## config.mk

```make
export PLATFORM = sky130hd
export DESIGN_NAME = gtw_front
export DESIGN_NICKNAME = d
export VERILOG_FILES = /design/src/gtw_pkg.sv /design/src/gtw_front.sv
export SDC_FILE = /design/constraint.sdc
export NUM_CORES = 1
export LEC_CHECK = 0
export BUFFER_PORTS_ARGS = -buffer_cell sky130_fd_sc_hd__buf_2
export CORE_MARGIN = 2
export CORE_UTILIZATION = 50
export DETAILED_ROUTE_END_ITERATION = 6
export GPL_TIMING_DRIVEN = 0
export MAX_ROUTING_LAYER = met4
export PLACE_DENSITY = 0.84
export REMOVE_ABC_BUFFERS = 1
export SLEW_MARGIN = 20
export SYNTH_ARGS = -nofsm -noshare
export SYNTH_HDL_FRONTEND = slang
export SYNTH_SLANG_ARGS = --single-unit
```

## constraint.sdc

```tcl
create_clock -name i_clk -period 1.9 [get_ports i_clk]
set_input_delay 0 -clock i_clk [delete_from_list [all_inputs] [get_ports i_clk]]
set_output_delay 0 -clock i_clk [all_outputs]
set_load 0.02 [all_outputs]
```

## src/gtw_pkg.sv

```systemverilog
// Shared types and constants for the Gaussian tap weight generator.
`default_nettype none
package gtw_pkg;
    localparam int VAR_W   = 16;
    localparam int E_W     = 33;
    localparam int TOT_W   = 38;
    localparam int DIV_N   = 49;
    localparam int DVS_W   = TOT_W;
    localparam int CNT_W   = $clog2(DIV_N + 1);
    localparam int K_W     = 4;
    localparam int N_W     = 17;

    localparam logic [VAR_W-1:0] VAR_MIN = 16'd41;
    localparam logic [VAR_W-1:0] VAR_MAX = 16'd40960;
    localparam logic [30:0]      LOG2E_Q30 = 31'd1549082005;
    localparam logic [31:0]      LN2_Q32   = 32'd2977044472;
    localparam logic [K_W-1:0]   SERIES_LAST = 4'd12;

    // ceil(2^s/k) with s = 32 + ceil(log2 k): floor(x*RCP >> s) == floor(x/k) for 32-bit x
    localparam logic [32:0] RCP_POW2 = 33'h1_0000_0000;
    localparam logic [32:0] RCP_3    = 33'(((65'd1 << 34) + 65'd2) / 65'd3);
    localparam logic [32:0] RCP_5    = 33'(((65'd1 << 35) + 65'd4) / 65'd5);
    localparam logic [32:0] RCP_6    = 33'(((65'd1 << 35) + 65'd5) / 65'd6);
    localparam logic [32:0] RCP_7    = 33'(((65'd1 << 35) + 65'd6) / 65'd7);
    localparam logic [32:0] RCP_9    = 33'(((65'd1 << 36) + 65'd8) / 65'd9);
    localparam logic [32:0] RCP_10   = 33'(((65'd1 << 36) + 65'd9) / 65'd10);
    localparam logic [32:0] RCP_11   = 33'(((65'd1 << 36) + 65'd10) / 65'd11);
    localparam logic [32:0] RCP_12   = 33'(((65'd1 << 36) + 65'd11) / 65'd12);

    typedef struct packed {
        logic             valid;
        logic [VAR_W-1:0] vc;
    } t_queue;

    typedef struct packed {
        logic             start;
        logic [DIV_N-1:0] dividend;
        logic [DVS_W-1:0] divisor;
    } t_div_req;

    typedef struct packed {
        logic             done;
        logic [DIV_N-1:0] quotient;
    } t_div_rsp;
endpackage
`default_nettype wire

```

## src/gtw_front.sv

```systemverilog
// Input side: accepts variance words, clamps them and queues them for the back end.
`default_nettype none
module gtw_front
    import gtw_pkg::*;
(
    input  wire logic             i_clk,
    input  wire logic             i_rst_n,
    input  wire logic             s_axis_tvalid,
    output logic                  s_axis_tready,
    input  wire logic [VAR_W-1:0] s_axis_tdata,
    input  wire logic             i_pop,
    output t_queue                o_head
);
    logic [VAR_W-1:0] r_mem [2];
    logic             r_wp, r_rp;
    logic [1:0]       r_cnt;
    logic [VAR_W-1:0] w_clamp;
    logic             w_push, w_pop;

    always_comb begin
        w_clamp = s_axis_tdata;
        if (s_axis_tdata < VAR_MIN) w_clamp = VAR_MIN;
        if (s_axis_tdata > VAR_MAX) w_clamp = VAR_MAX;
    end

    assign s_axis_tready = (r_cnt != 2'd2);
    assign w_push = s_axis_tvalid && s_axis_tready;
    assign w_pop  = i_pop && (r_cnt != 2'd0);
    assign o_head.valid = (r_cnt != 2'd0);
    assign o_head.vc    = r_mem[r_rp];

    always_ff @(posedge i_clk) begin
        if (w_push) r_mem[r_wp] <= w_clamp;
        if (!i_rst_n) begin
            r_wp  <= 1'b0;
            r_rp  <= 1'b0;
            r_cnt <= 2'd0;
        end else begin
            if (w_push) r_wp <= !r_wp;
            if (w_pop)  r_rp <= !r_rp;
            r_cnt <= r_cnt + {1'b0, w_push} - {1'b0, w_pop};
        end
    end
endmodule
`default_nettype wire

```

==> metrics.yaml <==
outcome: "complete, no violations"
antenna_found_initial: 0
ff2ff_setup_slack_ns: 0.21
ys.flop_type: "edfxtp_1"
cts_max_path_buffers: 2
wirelength_um: 2870
die_area_sq_um: 3810
timing.rr.start: "r_cnt[0]$_SDFF_PN0_"
vias: 1015
finalWorstSetupSlack_ns: 0.188
final_cells: 195
clkLatencyLatePin_ns: 0.34
grt_pass1_vias: 1018
power_frac_comb_pct: 33.2
required_ns: 1.90
cts_tree: "yes"
fillers: 268
synth.ff_latch_count: 37
portBuffers: 37
power_switching_w: 0.000789
clkPwrFrac_pct: 17.1
track_usage_pct: 18.1
vias_per_cell: 5.21
seqCellArea_sq_um: 1060
preCtsSetupSlack_ns: 0.241
area_delta_synth_final_pct: 19.0
cts_hold_buffers: 4
fin_crit_ns: 1.71
ir_drop_v: 0.000770
hold_violations: 0
boundaryPins: 38
grt_pass1_wl_um: 4510
whs_path_depth: 3
rows: 20
max_freq_mhz: 584
postCtsSetupRepairBufs: 0
syn_area_per_cell_sq_um: 15.7
final_net_count: 172
cp_num_buf_inv: 1
gp_congestion: 0.710
setup_viol: 0
maxSlewHeadroom_pct: 49.8
p_seq_share_pct: 49.7
fin_util_pct: 63.8
drc: 0
synth.cell_area_sq_um: 1660
yosysMostFrequentCell: "edfxtp_1"
synth_top_area_cell: "edfxtp_1"
grt_max_degree: 17
fin_skew_ns: 0.00772
path_clk_slew_ns: 0.11
hp-class: "in2reg"
yosysWarnings: 0
arrival_ns: 1.71
reg2regPathDepth: 8
yosysUniqueCellTypes: 31
max_stage_delay_ns: 0.79
timing.final.crit_share_pct: 90.1
cts_resized: 0
htree_levels: 2
p_int_w: 0.00152
slowest_stage: "dfxtp_1"
swShare_pct: 34.1
ant_nets: 0
ys_top_cells_by_count: "edfxtp_1 (32), mux2_2 (14), a21boi_2 (7)"
cp-start-kind: "flop"
min_to: "r_mem[0][1]$_DFFE_PP_"
insertedDiodeCount: 0
drv_cap: 0
die_w_um: 61.7
crit_chain: "mux2_2 -> buf_2"
drtIter0Drc: 28
synth_top_area_share_pct: 57.7
grt.overflow.total: 0
crit_family: "flip-flops"
wire_per_inst_um: 14.7
synthTopCellsByArea: "edfxtp_1 (58%), mux2_2 (9.5%), dfxtp_1 (6.0%)"
drtPass1Iterations: 4
p_leak_nw: 0.777
whs_ns: 0.0288
rsz0062_at_grt: "no"
initial_core_util_pct: 53.6
end_kind: "output port"
tightest_slew_ns: 0.753
synth-edff-count: 32
drive_gt1_share_pct: 47.0
power.density_nw_per_um2: 1170
hpwlAfterDp_um: 2010
async_flop_share_pct: 0
coreArea_sq_um: 3100
path_class: "reg2out"
rr_endpoint: "r_cnt[1]$_SDFF_PN0_"
die_h_um: 61.7
clock-root-buffer: "clkbuf_4"
cts_sinks: 37
multiInputGateArea_sq_um: 552
slew_viol_final: 0
cp_max_fo: 16
cts_buffers: 5
post-place-cells: 182
ys_seq_area_share_pct: 63.8
synthCells: 106
setup_tns_ns: 0
hp-start: "s_axis_tdata[1]"
-- stage by stage --
stage / total power [W] / area [sq um]
floorplan: 0.00168 / 1640
global placement: 0.00190 / 1880
detailed placement: 0.00194 / 1880
CTS: 0.00234 / 1970
global route: 0.00245 / 1980
finish: 0.00231 / 1980
-- power by group through the flow --
stage | logic (W) | clock network, W | registers [W]
final | 0.000768 | 0.000395 | 0.00115
after global routing | 0.000834 | 0.000440 | 0.00117
after CTS | 0.000777 | 0.000404 | 0.00115
after detailed placement | 0.000768 | 0 | 0.00117
after global placement | 0.000744 | 0 | 0.00116
after floorplan | 0.000547 | 0 | 0.00113
-- area by class of cell --
type	instances	share of cell area, %
clock buffer	5	1.90
inverter	6	1.14
multi-input combinational	58	27.9
tap	44	2.78
clock inverter	3	0.884
sequential	37	53.6
timing repair buffer	42	11.9
-- how the worst max path moves through the flow --
stage	start	end	cells past startpoint
after global routing	flop	o_head[8]	2
after global placement	r_cnt[0]$_SDFF_PN0_	r_mem[1][2]$_DFFE_PP_	2
after CTS	flop	o_head[14]	2
after detailed placement	r_cnt[0]$_SDFF_PN0_	r_cnt[1]$_SDFF_PN0_	8
final	flop	o_head[8]	2
after floorplan	r_cnt[0]$_SDFF_PN0_	r_cnt[1]$_SDFF_PN0_	8
-- worst min-delay path, stage by stage --
cell and delay, ns:
buf_2 0.11, inv_1 0.05, a211oi_1 0.05
-- cell usage in the layout, fill, tap and decap left out, drive strengths merged, types with 2 or more instances in the layout --
cell,instances
buf,37
edfxtp,32
mux2,16
a21boi,8
inv,6
dfxtp,5
clkbuf,5
dlygate4sd3,5
a211oi,4
a2bb2oi,3
nor2,3
o21a,2
nor4,2
nor3,2
nand2,2
and2,2
ha,2
clkinv,2
-- registers in the layout (all words and copies together), names as in the netlist, named ones only --
signal  cells
r_mem      32
r_cnt       2
r_rp        1
r_wp        1
-- cells by family (layout without fill, tap and decap cells) --
family | Yosys count | count (layout) | synth area share (%)
flip-flops | 37 | 37 | 63.8
multiplexers | 16 | 16 | 10.8
buffers and inverters | 11 | 56 | 3.08
AO/OA/AOI/OAI | 21 | 21 | 11.5
XOR/XNOR | 2 | 2 | 1.05
adder cells (fa/ha/maj) | 2 | 2 | 1.50
AND/OR/NAND/NOR | 17 | 17 | 8.27
-- routing by layer --
metal	share of wire [%]	vias to the layer above	track usage (%)
met2	51	37	28.6
met1	41	480	20.9
li1	-	494	-
met5	0	-	-
met4	1.4	0	6.38
met3	6.2	4	7.25
No activity file was read; power rests on OpenSTA's default activity.
