`src/gtw_pkg.sv`:
```
// Shared types and constants for the Gaussian tap weight generator.
`default_nettype none
package gtw_pkg;
    localparam int VAR_W   = 16;
    localparam int E_W     = 33;
    localparam int TOT_W   = 38;
    localparam int DIV_N   = 49;
    localparam int DVS_W   = TOT_W;
    localparam int CNT_W   = $clog2(DIV_N + 1);
    localparam int K_W     = 4;
    localparam int N_W     = 17;

    localparam logic [VAR_W-1:0] VAR_MIN = 16'd41;
    localparam logic [VAR_W-1:0] VAR_MAX = 16'd40960;
    localparam logic [30:0]      LOG2E_Q30 = 31'd1549082005;
    localparam logic [31:0]      LN2_Q32   = 32'd2977044472;
    localparam logic [K_W-1:0]   SERIES_LAST = 4'd12;

    // ceil(2^s/k) with s = 32 + ceil(log2 k): floor(x*RCP >> s) == floor(x/k) for 32-bit x
    localparam logic [32:0] RCP_POW2 = 33'h1_0000_0000;
    localparam logic [32:0] RCP_3    = 33'(((65'd1 << 34) + 65'd2) / 65'd3);
    localparam logic [32:0] RCP_5    = 33'(((65'd1 << 35) + 65'd4) / 65'd5);
    localparam logic [32:0] RCP_6    = 33'(((65'd1 << 35) + 65'd5) / 65'd6);
    localparam logic [32:0] RCP_7    = 33'(((65'd1 << 35) + 65'd6) / 65'd7);
    localparam logic [32:0] RCP_9    = 33'(((65'd1 << 36) + 65'd8) / 65'd9);
    localparam logic [32:0] RCP_10   = 33'(((65'd1 << 36) + 65'd9) / 65'd10);
    localparam logic [32:0] RCP_11   = 33'(((65'd1 << 36) + 65'd10) / 65'd11);
    localparam logic [32:0] RCP_12   = 33'(((65'd1 << 36) + 65'd11) / 65'd12);

    typedef struct packed {
        logic             valid;
        logic [VAR_W-1:0] vc;
    } t_queue;

    typedef struct packed {
        logic             start;
        logic [DIV_N-1:0] dividend;
        logic [DVS_W-1:0] divisor;
    } t_div_req;

    typedef struct packed {
        logic             done;
        logic [DIV_N-1:0] quotient;
    } t_div_rsp;
endpackage
`default_nettype wire

```
`src/gtw_div.sv`:
```
// Restoring divider, one quotient bit per cycle.
`default_nettype none
module gtw_div
    import gtw_pkg::*;
(
    input  wire logic i_clk,
    input  wire logic i_rst_n,
    input  t_div_req  i_req,
    output t_div_rsp  o_rsp
);
    logic [DVS_W-1:0] r_rem;
    logic [DIV_N-1:0] r_dvd, r_quo;
    logic [DVS_W-1:0] r_dvs;
    logic [CNT_W-1:0] r_cnt;
    logic             r_busy, r_done;
    logic [DVS_W:0]   w_sh, w_diff;
    logic             w_ge;

    assign w_sh   = {r_rem, r_dvd[DIV_N-1]};
    assign w_ge   = (w_sh >= {1'b0, r_dvs});
    assign w_diff = w_sh - {1'b0, r_dvs};

    assign o_rsp.done     = r_done;
    assign o_rsp.quotient = r_quo;

    always_ff @(posedge i_clk) begin
        if (i_req.start) begin
            r_rem <= '0;
            r_dvd <= i_req.dividend;
            r_dvs <= i_req.divisor;
        end else if (r_busy) begin
            r_rem <= w_ge ? w_diff[DVS_W-1:0] : w_sh[DVS_W-1:0];
            r_dvd <= {r_dvd[DIV_N-2:0], 1'b0};
            r_quo <= {r_quo[DIV_N-2:0], w_ge};
        end
        if (!i_rst_n) begin
            r_busy <= 1'b0;
            r_done <= 1'b0;
            r_cnt  <= '0;
        end else begin
            // done holds until the next start
            if (i_req.start) begin
                r_busy <= 1'b1;
                r_done <= 1'b0;
                r_cnt  <= CNT_W'(DIV_N - 1);
            end else if (r_busy) begin
                if (r_cnt == '0) begin
                    r_busy <= 1'b0;
                    r_done <= 1'b1;
                end else begin
                    r_cnt <= r_cnt - 1'b1;
                end
            end
        end
    end
endmodule
`default_nettype wire

```
`config.mk`:
```
export PLATFORM = sky130hd
export DESIGN_NAME = gtw_div
export DESIGN_NICKNAME = d
export VERILOG_FILES = /design/src/gtw_pkg.sv /design/src/gtw_div.sv
export SDC_FILE = /design/constraint.sdc
export NUM_CORES = 1
export LEC_CHECK = 0
export BUFFER_PORTS_ARGS = -buffer_cell sky130_fd_sc_hd__buf_2
export CAP_MARGIN = 20
export CORE_MARGIN = 1
export CORE_UTILIZATION = 45
export DETAILED_ROUTE_END_ITERATION = 6
export PLACE_DENSITY = 0.68
export RECOVER_POWER = 25
export SYNTH_ARGS = -nofsm -noshare
export SYNTH_HDL_FRONTEND = slang
export SYNTH_SLANG_ARGS = --single-unit
```
`constraint.sdc`:
```
create_clock -name i_clk -period 2.9 [get_ports i_clk]
set_clock_uncertainty 0.05 [all_clocks]
set_input_delay 0.145 -clock i_clk [delete_from_list [all_inputs] [get_ports i_clk]]
set_output_delay 0.145 -clock i_clk [all_outputs]
set_load 0.1 [all_outputs]
```
==> results of run 1 <==
==> metrics by stage <==
step                      cell area [um^2]   util  setup slack (ns)  instances  hold WS (ns)
after floorplan                       9460      -             0.116        848         0.194
after global placement               10600  0.520            0.0877       1253         0.273
after detailed placement             10600  0.520            0.0154       1253         0.273
after CTS                            12100  0.592            0.0417       1373        0.0686
after global routing                 12300  0.601            -0.124       1379        0.0725
final                                12300  0.601          -0.00204       1379        0.0537
==> state kept, by name, summed over array words and instances, names as in the netlist <==
name    flops
r_busy      1
r_cnt       6
r_done      1
r_dvd      49
r_dvs      38
r_quo      49
r_rem      38
==> power breakdown <==
| part | leakage, uW | internal (uW) | total [uW] | switching, uW |
|---|---|---|---|---|
| Clock | 0.000282 | 1160 | 2280 | 1130 |
| Sequential | 0.00169 | 3010 | 3090 | 81.6 |
| Combinational | 0.00298 | 655 | 1550 | 892 |
==> cell type report <==
type                       instances  area [um^2]  share of cell area
sequential                       182         5000               0.408
multi-input combinational        563         4150               0.338
timing repair buffer             276         1990               0.162
clock buffer                      18          429              0.0350
tap                              270          338              0.0275
inverter                          56          210              0.0171
clock inverter                    14          151              0.0123
==> worst max-delay path, cell delays in order, from the launching register on <==
cell      delay (ns)
edfxtp_1        0.39
inv_1           0.08
ha_2            0.19
inv_2           0.04
fa_2            0.34
a21o_1          0.18
a22o_1          0.24
o31ai_4         0.35
o311ai_2        0.16
a21oi_1         0.16
buf_4           0.16
nor4_2          0.05
nor4bb_1        0.28
o31ai_1         0.09
==> per-layer routing <==
layer	global-route usage	up-vias	share of wire
li1	-	3636	-
met1	0.273	3484	0.45
met2	0.347	215	0.48
met3	0.0335	44	0.041
met4	0.0722	0	0.023
met5	0	-	0
==> repair_timing <==
action,4_1_cts,5_1_grt
setup buffers,0,6
hold buffers,88,0
gates resized for setup,1,34
pin swaps,1,17
hold endpoints to repair,90,0
setup endpoints to repair,1,35
==> cells by family after synthesis <==
group | count (synthesis)
multiplexers | 74
adder cells (fa/ha/maj) | 40
XOR/XNOR | 30
flip-flops | 182
AO/OA/AOI/OAI | 209
buffers and inverters | 103
AND/OR/NAND/NOR | 210
==> final timing paths <==
check                                 to  slack, ns  cells after the start
hold / removal    r_rem[14]$_SDFFE_PP0P_       0.05                      2
setup / recovery  r_rem[24]$_SDFFE_PP0P_     -0.002                     13
hold reg to reg      r_quo[21]$_DFFE_PP_       0.39                      0
setup reg to reg  r_rem[24]$_SDFFE_PP0P_     -0.002                     13
==> cells in the final DEF, fill, tap and decap left out, types with 11 or more instances in the layout <==
master,n
nand4_1,11
nor3_1,18
clkbuf_16,17
buf_2,138
ha_1,34
nand2_1,65
a21o_1,15
xor2_1,12
o21ai_0,25
mux2i_1,24
a211oi_1,17
a21oi_1,47
inv_1,52
buf_4,45
nor2_1,54
edfxtp_1,136
dfxtp_1,46
nand3_1,15
xnor2_1,16
mux2_2,49
dlygate4sd3_1,88
==> results.txt, run 1 <==
----------------------------------------------------
[Clock tree]
  Depth of the CTS H-tree ... 4
  CTS tree ... yes
  CTS Buf Count ... 17
  Clock tree buffer depth ... 2
  Worst-Skew Late Latency ... 0.43 ns
  Cell at the root of the clock tree ... clkbuf_16
  Clock edge transition at the registers on the reported setup and hold paths ... 0.08 ns
  Total clock sinks ... 182

[Power and ir drop]
  Power per unit of standard cell area ... 564 mW/mm^2
  Static leakage ... 0.00496 uW
  Total power of the final layout ... 6920 uW
  Worst ir drop on vdd ... 0.000346 V

[Floorplan]
  Floorplan die area ... 0.0216 mm^2
  DIE WIDTH ... 147 um
  Number of rows in the core area ... 52
  Area of the core region ... 0.0204 mm^2
  I/O pin count ... 140
  Starting density of the core ... 0.463
  Vertical extent of the die ... 147 um

[Drt]
  Vias after detailed routing ... 7379
  Number of nets still failing antenna checks after routing ... 0
  DR iter-0 viols ... 407
  Number of remaining DRC errors ... 0
  WL/cell ... 16.1 um
  Detailed Route WL ... 22200 um
  Routed via count divided by cell count ... 5.35
  1st-pass router iterations ... 5

[Global route]
  Wire length of the first global-routing pass ... 35500 um
  Antenna violations before repair ... 0
  Pin count of the biggest net entering global routing ... 64
  Via count of the first global-routing pass ... 7076
  Overflow left after global routing ... 0
  Total GRT Usage ... 0.207

[Placed design]
  IO buf count ... 139
  RD Place Congestion ... 0.924
  HPWL after DPL ... 14900 um

[STA]
  Setup TNS ... -0.00204 ns
  Post-route clock period utilization ... 1.00
  Max Slew Vio Count ... 64
  Transition time at the pin with the least slew margin ... 1.53 ns
  Relative slew slack ... -0.0199
  Final setup viols ... 1
  RSZ-0062 raised after global routing ... yes
  Max Clock Freq ... 0.345 GHz
  Min Tclk post-route ... 2.90 ns
  Worst-case setup margin in the final layout ... -0.00204 ns
  Endpoints failing hold ... 0

[Layout]
  Filler Cell Count ... 1711
  Number of antenna repair diodes ... 0
  Nets ... 1226
  Syn-to-layout area delta ... 29.8%
  Proportion of layout cells with a drive suffix above 1 ... 0.285

[Logic synthesis]
  Net count after synthesis ... 978
  Area share of xor/xnor cells in the synthesized design ... 0.0278
  Yosys top cell by area ... edfxtp_1
  Post-Synthesis Mean Instance Area ... 11.2 um^2
  Warning count from the yosys run ... 0
  Dominant cell by count in the synthesized netlist ... edfxtp_1
  Compound-Gate Fraction of Synth Area ... 0.152
  Post-synth top cells ... 136 x edfxtp_1, 65 x nand2_1, 55 x inv_1, 54 x nor2_1, 53 x a21oi_1
  Post-synthesis sequential area ratio ... 0.529
  Cell variety after synth ... 74
  Portion of synthesized cell area occupied by the leading cell type ... 0.432
  Gate Count Post-Synth ... 848
  Cell types with the largest area share after synthesis ... edfxtp_1 43%, dfxtp_1 9.7%, mux2_2 5.8%, ha_1 5.2%, a21oi_1 2.8%
  Post-synthesis mux area share ... 0.0848
  Simple-gate share of the synthesized area ... 0.105
  Fraction of registers with async set or reset after synthesis ... 0
  Dominant combinational cell family by area after synthesis ... compound AO/OA/AOI/OAI gates
  Number of flip-flops and latches in the synthesized netlist ... 182
  Post-Synth Adder-Cell Area ... 0.0537
  Post-Syn Area ... 0.00946 mm^2
  Number of enable-type register cells in the synthesized netlist ... 136
  Commonest register cell after synthesis ... edfxtp_1

[Worst setup path]
  Worst endpoint required time ... 3.16 ns
  Critical path class ... reg -> reg
  Critical path data arrival time ... 3.16 ns
  CP Launch Type ... flop
  Largest fanout on the critical path ... 4
  Launch point of the worst reg-to-reg path ... r_dvd[48]$_DFFE_PP_
  Worst Setup SP ... r_dvd[48]$_DFFE_PP_
  Crit path capture type ... flop

[Flow run]
  Max-capacitance violation count ... 1

[Hold path]
  Min-Delay Path Class ... in -> reg
  Hold Startpoint ... i_req[87]

[Status]
  Violated checks ... capacitance limit, slew limit, setup timing
  Status ... complete, but fails checks

----------------------------------------------------
Power figures use the tool's default switching activity.
==> run 2: changes to the inputs <==
CELL_PAD_IN_SITES_DETAIL_PLACEMENT = 1   (was unset)
CELL_PAD_IN_SITES_GLOBAL_PLACEMENT = 2   (was unset)
CORE_UTILIZATION = 34   (was 45)
PLACE_DENSITY = unset   (was 0.68)
PLACE_DENSITY_LB_ADDON = 0.1   (was unset)
==> run 2 against run 1 <==
The run ends with capacitance limit, slew limit left. Via count increased by 0.35%. Die area up 32%. Utilization fell by 14 points. Count of clock-buffer cells in the layout increased by 1.
==> results.txt, run 2 (synthesized netlist as in run 1, its figures left out) <==
----------------------------------------------------
[Layout]
  Proportion of layout cells with a drive suffix above 1 ... 0.301
  Leading cell type in the layout, fill and taps excluded ... buf_2
  Syn-to-layout area delta ... 33.4%
  Final cell area excluding filler cells ... 0.0126 mm^2
  Filler Cell Count ... 2973
  Number of antenna repair diodes ... 0
  Nets ... 1248
  Non-Filler Instances ... 1503
  Largest registers ... r_dvd: 49 flops, r_quo: 49 flops
  Top library cells by usage in the layout, fill and taps aside ... 137 x buf_2, 136 x edfxtp_1, 88 x dlygate4sd3_1, 64 x buf_4, 63 x nand2_1

[Global route]
  Pin count of the biggest net entering global routing ... 63
  Wire length of the first global-routing pass ... 42000 um
  Met2 Use GR ... 0.334
  Grt peak-use layer ... met2
  Via count of the first global-routing pass ... 7793
  Antenna violations before repair ... 0
  Total GRT Usage ... 0.191
  Overflow left after global routing ... 0
  Met3 capacity usage during global routing ... 0.0330
  Global routing usage on met1 ... 0.246

[Drt]
  DR iter-0 viols ... 301
  WL/cell ... 17.7 um
  Number of nets still failing antenna checks after routing ... 0
  Number of remaining DRC errors ... 0
  Vias after detailed routing ... 7405
  1st-pass router iterations ... 4
  Routed via count divided by cell count ... 4.93
  Detailed Route WL ... 26700 um

[Floorplan]
  Starting density of the core ... 0.349
  I/O pin count ... 140
  Area of the core region ... 0.0271 mm^2
  Vertical extent of the die ... 169 um
  DIE WIDTH ... 169 um
  Floorplan die area ... 0.0285 mm^2
  Number of rows in the core area ... 60

[Power and ir drop]
  Portion of total power attributed to combinational logic ... 0.236
  Internal power component ... 4840 uW
  Power per unit of standard cell area ... 554 mW/mm^2
  Register share of total power ... 0.444
  Switching portion of total power ... 0.308
  Net Sw Power ... 2150 uW
  Clock share of power ... 0.321
  Total power of the final layout ... 6980 uW
  Static leakage ... 0.00506 uW
  Worst ir drop on vdd ... 0.000397 V

[Worst setup path]
  Worst Setup SP ... r_dvd[48]$_DFFE_PP_
  Critical path class ... reg -> reg
  Launch point of the worst reg-to-reg path ... r_dvd[48]$_DFFE_PP_
  Largest fanout on the critical path ... 5
  Crit path capture type ... flop
  CP Launch Type ... flop
  Worst endpoint required time ... 3.18 ns
  Critical path data arrival time ... 3.11 ns

[Clock tree]
  Clock edge transition at the registers on the reported setup and hold paths ... 0.08 ns
  Depth of the CTS H-tree ... 4
  CTS Buf Count ... 17
  CTS tree ... yes
  Cell at the root of the clock tree ... clkbuf_16
  Worst-Skew Late Latency ... 0.44 ns
  Clock tree buffer depth ... 2
  Total clock sinks ... 182

[STA]
  Max Slew Vio Count ... 63
  Final setup viols ... 0
  Relative slew slack ... -0.0199
  Post-route clock period utilization ... 0.977
  Transition time at the pin with the least slew margin ... 1.53 ns
  Endpoints failing hold ... 0
  Max Clock Freq ... 0.353 GHz
  Min Tclk post-route ... 2.83 ns
  RSZ-0062 raised after global routing ... yes
  Final worst hold slack ... 0.363 ns
  Worst-case setup margin in the final layout ... 0.0676 ns

[Flow run]
  Max-capacitance violation count ... 1

[Hold path]
  Min-Delay Path Class ... in -> reg
  Hold Startpoint ... i_req[13]

[Placed design]
  Worst Setup Slack post-DPL ... -0.0840 ns
  HPWL after DPL ... 18700 um
  Cells after DPL ... 1374
  RD Place Congestion ... 0.808
  IO buf count ... 139
  Post-DP Area ... 0.0109 mm^2

[Status]
  Status ... complete, but fails checks
  Violated checks ... capacitance limit, slew limit

----------------------------------------------------
## run 2: cell count changes in the layout (fill, tap and decap cells not counted), moves of 3 or more
cell   delta
buf_4    +19
ha_1      -4
ha_2      +3
inv_6     +4
inv_8     -4
## run 2: what timing repair did
action	in CTS	in global routing
hold buffers	88	0
setup buffers	2	5
gates cloned	0	2
pin swaps	2	12
hold endpoints to repair	90	0
endpoints found under the setup margin	6	36
resized for setup	2	44
## run 2: final timing paths
path	end	slack, ns	depth (start not counted)
worst min-delay path	r_dvs[13]$_DFFE_PP_	0.36	2
worst min register to register	r_quo[39]$_DFFE_PP_	0.39	0
worst max register to register	r_rem[16]$_SDFFE_PP0P_	0.07	14
worst max-delay path	r_rem[16]$_SDFFE_PP0P_	0.07	14
## run 2: stage by stage
step	util	setup TNS, ns
detailed placement	0.402	-0.318
global placement	0.402	-0.0681
global route	0.465	-0.319
CTS	0.455	0
floorplan	-	0
finish	0.465	0
## run 2: metal layers
layer,share of wire,vias up,routed length (um)
met5,0,-,0
met4,0.0096,0,257
met3,0.024,16,631
met2,0.50,104,13300
met1,0.47,3615,12500
li1,-,3670,-
## run 2: final cells by class
type / instances / area, um^2 / share of cell area
flip-flops and latches: 182 / 5010 / 0.397
multi-input cells: 563 / 4210 / 0.334
repair buffers: 298 / 2170 / 0.172
well taps: 372 / 465 / 0.0369
clock buffers: 19 / 433 / 0.0343
inverters: 56 / 213 / 0.0169
clock inverters: 13 / 110 / 0.00873
## run 2: critical path, stage by stage (launching register included)
cell and delay (ns):
edfxtp_1 0.38, inv_1 0.07, ha_1 0.15, inv_1 0.05, fa_2 0.33, a21o_1 0.20
a22o_1 0.23, o31ai_4 0.18, buf_6 0.15, o21ai_1 0.12, buf_4 0.18, a21oi_1 0.16
xnor2_1 0.14, nand2_1 0.08, a311oi_2 0.25
## run 2: power by group through the flow
stage | clock network (uW) | registers (uW) | logic, uW
2_1_floorplan | 0 | 3280 | 855
3_3_place_gp | 0 | 3150 | 1460
3_5_place_dp | 0 | 3150 | 1460
4_1_cts | 2320 | 3100 | 1570
5_1_grt | 2400 | 3120 | 1800
6_report | 2240 | 3100 | 1650
==> run 3: changes to the inputs <==
ABC_CLOCK_PERIOD_IN_PS = 2900   (was unset)
CORE_ASPECT_RATIO = 1.4   (was unset)
CORE_UTILIZATION = 35   (was 34)
CTS_BUF_LIST = sky130_fd_sc_hd__clkbuf_8   (was unset)
==> run 3 against run 2 <==
Cell count down 0.47%. First-iteration DRC count down 14%. Sequential share of layout area up 0.36 points. Combinational power about the same. Critical path depth up 1. Highest routed layer unchanged. Count of clock-buffer cells in the layout down 2. The flow still finishes with violations (capacitance limit, slew limit). Sequential power about the same. Register-to-register slack about the same.
==> results.txt, run 3 (synthesized netlist as in run 1, its figures left out) <==
----------------------------------------------------
[Status]
  Status ... complete, but fails checks
  Violated checks ... capacitance limit, slew limit

[STA]
  Worst-case setup margin in the final layout ... 0.0625 ns
  Min Tclk post-route ... 2.84 ns
  Max Clock Freq ... 0.352 GHz
  Setup TNS ... 0 ns
  Transition time at the pin with the least slew margin ... 2.04 ns
  Endpoints failing hold ... 0
  Final setup viols ... 0
  Max Slew Vio Count ... 35
  Relative slew slack ... -0.361
  Post-route clock period utilization ... 0.978
  RSZ-0062 raised after global routing ... yes

[Layout]
  Nets ... 1253
  Top library cells by usage in the layout, fill and taps aside ... 137 x buf_2, 136 x edfxtp_1, 88 x dlygate4sd3_1, 68 x buf_4, 65 x nand2_1
  Largest registers ... r_dvd: 49 flops, r_quo: 49 flops
  Filler Cell Count ... 2883
  Number of antenna repair diodes ... 0
  Proportion of layout cells with a drive suffix above 1 ... 0.303
  Final cell area excluding filler cells ... 0.0125 mm^2
  Syn-to-layout area delta ... 32.2%
  Non-Filler Instances ... 1496
  Leading cell type in the layout, fill and taps excluded ... buf_2

[Drt]
  DR iter-0 viols ... 259
  Detailed Route WL ... 26600 um
  Vias after detailed routing ... 7492
  Number of nets still failing antenna checks after routing ... 0
  Routed via count divided by cell count ... 5.01
  1st-pass router iterations ... 4
  Number of remaining DRC errors ... 0
  WL/cell ... 17.8 um

[Placed design]
  Post-DP Area ... 0.0110 mm^2
  RD Place Congestion ... 0.805
  IO buf count ... 139
  Cells after DPL ... 1369
  Worst Setup Slack post-DPL ... -0.0322 ns
  HPWL after DPL ... 18900 um

[Flow run]
  Max-capacitance violation count ... 1

[Clock tree]
  Total clock sinks ... 182
  Depth of the CTS H-tree ... 4
  CTS Buf Count ... 17
  Cell at the root of the clock tree ... clkbuf_8
  Worst-Skew Late Latency ... 0.49 ns
  Clock tree buffer depth ... 2
  CTS tree ... yes
  Clock edge transition at the registers on the reported setup and hold paths ... 0.11 ns

[Floorplan]
  DIE WIDTH ... 141 um
  I/O pin count ... 140
  Area of the core region ... 0.0264 mm^2
  Starting density of the core ... 0.359
  Vertical extent of the die ... 196 um
  Floorplan die area ... 0.0277 mm^2
  Number of rows in the core area ... 70

[Worst setup path]
  Slowest library cell on the worst path ... edfxtp_1
  Critical path class ... reg -> reg
  Crit path capture type ... flop
  Largest fanout on the critical path ... 4
  Cell occurring most often along the worst timing path ... buf_4
  CP delay by family, top ... compound AO/OA/AOI/OAI gates
  Worst endpoint required time ... 3.21 ns
  CP Cell Sequence ... inv_1, ha_2, inv_2, fa_2, a21o_1, a22o_1, o31ai_4, buf_4, buf_6, o41ai_2, buf_4, a21oi_4, xnor2_2, mux2i_1, o21ai_1
  Buf/Inv on CP ... 5
  CP Launch Type ... flop
  Crit path largest cell delay ... 0.41 ns
  Critical path data arrival time ... 3.15 ns

[Global route]
  Pin count of the biggest net entering global routing ... 50
  Via count of the first global-routing pass ... 7872
  Antenna violations before repair ... 0
  Overflow left after global routing ... 0
  Total GRT Usage ... 0.198
  Wire length of the first global-routing pass ... 42200 um

[Power and ir drop]
  Static leakage ... 0.00504 uW
  Power per unit of standard cell area ... 530 mW/mm^2
  Worst ir drop on vdd ... 0.000293 V

[Hold path]
  Min-Delay Path Class ... in -> reg

----------------------------------------------------
==> run 3: cell types whose count changed in the layout (fill, tap and decap cells not counted), moves of 4 or more <==
cell / delta
clkbuf_8: +17
inv_6: -4
buf_12: +4
ha_2: -4
a21oi_1: -4
clkbuf_16: -18
buf_4: +4
==> run 3: what timing repair did <==
action	CTS	global route
setup endpoints to repair	6	29
gates cloned	0	1
endpoints found under the hold margin	92	0
pin swaps	1	16
gates resized for setup	2	38
hold buffers	88	0
buffers inserted	1	5
==> run 3: power breakdown <==
part	internal, uW	switching [uW]
Sequential	3010	85.9
Combinational	711	940
Clock	809	1070
==> run 3: routing by layer <==
metal / global-route usage / share of wire / vias up
li1: - / - / 3681
met3: 0.0318 / 0.024 / 17
met1: 0.232 / 0.42 / 3677
met4: 0.0531 / 0.012 / 0
met2: 0.371 / 0.54 / 117
met5: 0 / 0 / -
==> run 3: layout make-up <==
cell class                 count  area, um^2  area share
clock buffer                  17         234      0.0187
clock inverter                15         190      0.0152
inverter                      56         213      0.0170
multi-input combinational    563        4170       0.333
sequential                   182        5010       0.400
tap                          360         450      0.0360
timing repair buffer         303        2240       0.179
==> run 3: path summary, 6_finish.rpt <==
| check | start | end | slack, ns | depth (start not counted) |
|---|---|---|---|---|
| worst max-delay path | r_dvd[48]$_DFFE_PP_ | r_rem[34]$_SDFFE_PP0P_ | 0.06 | 15 |
| worst min-delay path | i_req[37] | r_dvs[37]$_DFFE_PP_ | 0.31 | 2 |
| worst max register to register | r_dvd[48]$_DFFE_PP_ | r_rem[34]$_SDFFE_PP0P_ | 0.06 | 15 |
| worst min register to register | r_quo[39]$_DFFE_PP_ | r_quo[40]$_DFFE_PP_ | 0.40 | 0 |
==> run 3: metrics by stage <==
step | hold WS [ns] | total power [uW] | util
floorplan | 0.194 | 4140 | -
global placement | 0.271 | 4630 | 0.416
detailed placement | 0.273 | 4640 | 0.416
CTS | 0.0860 | 6640 | 0.466
global route | 0.287 | 6940 | 0.474
finish | 0.312 | 6630 | 0.474
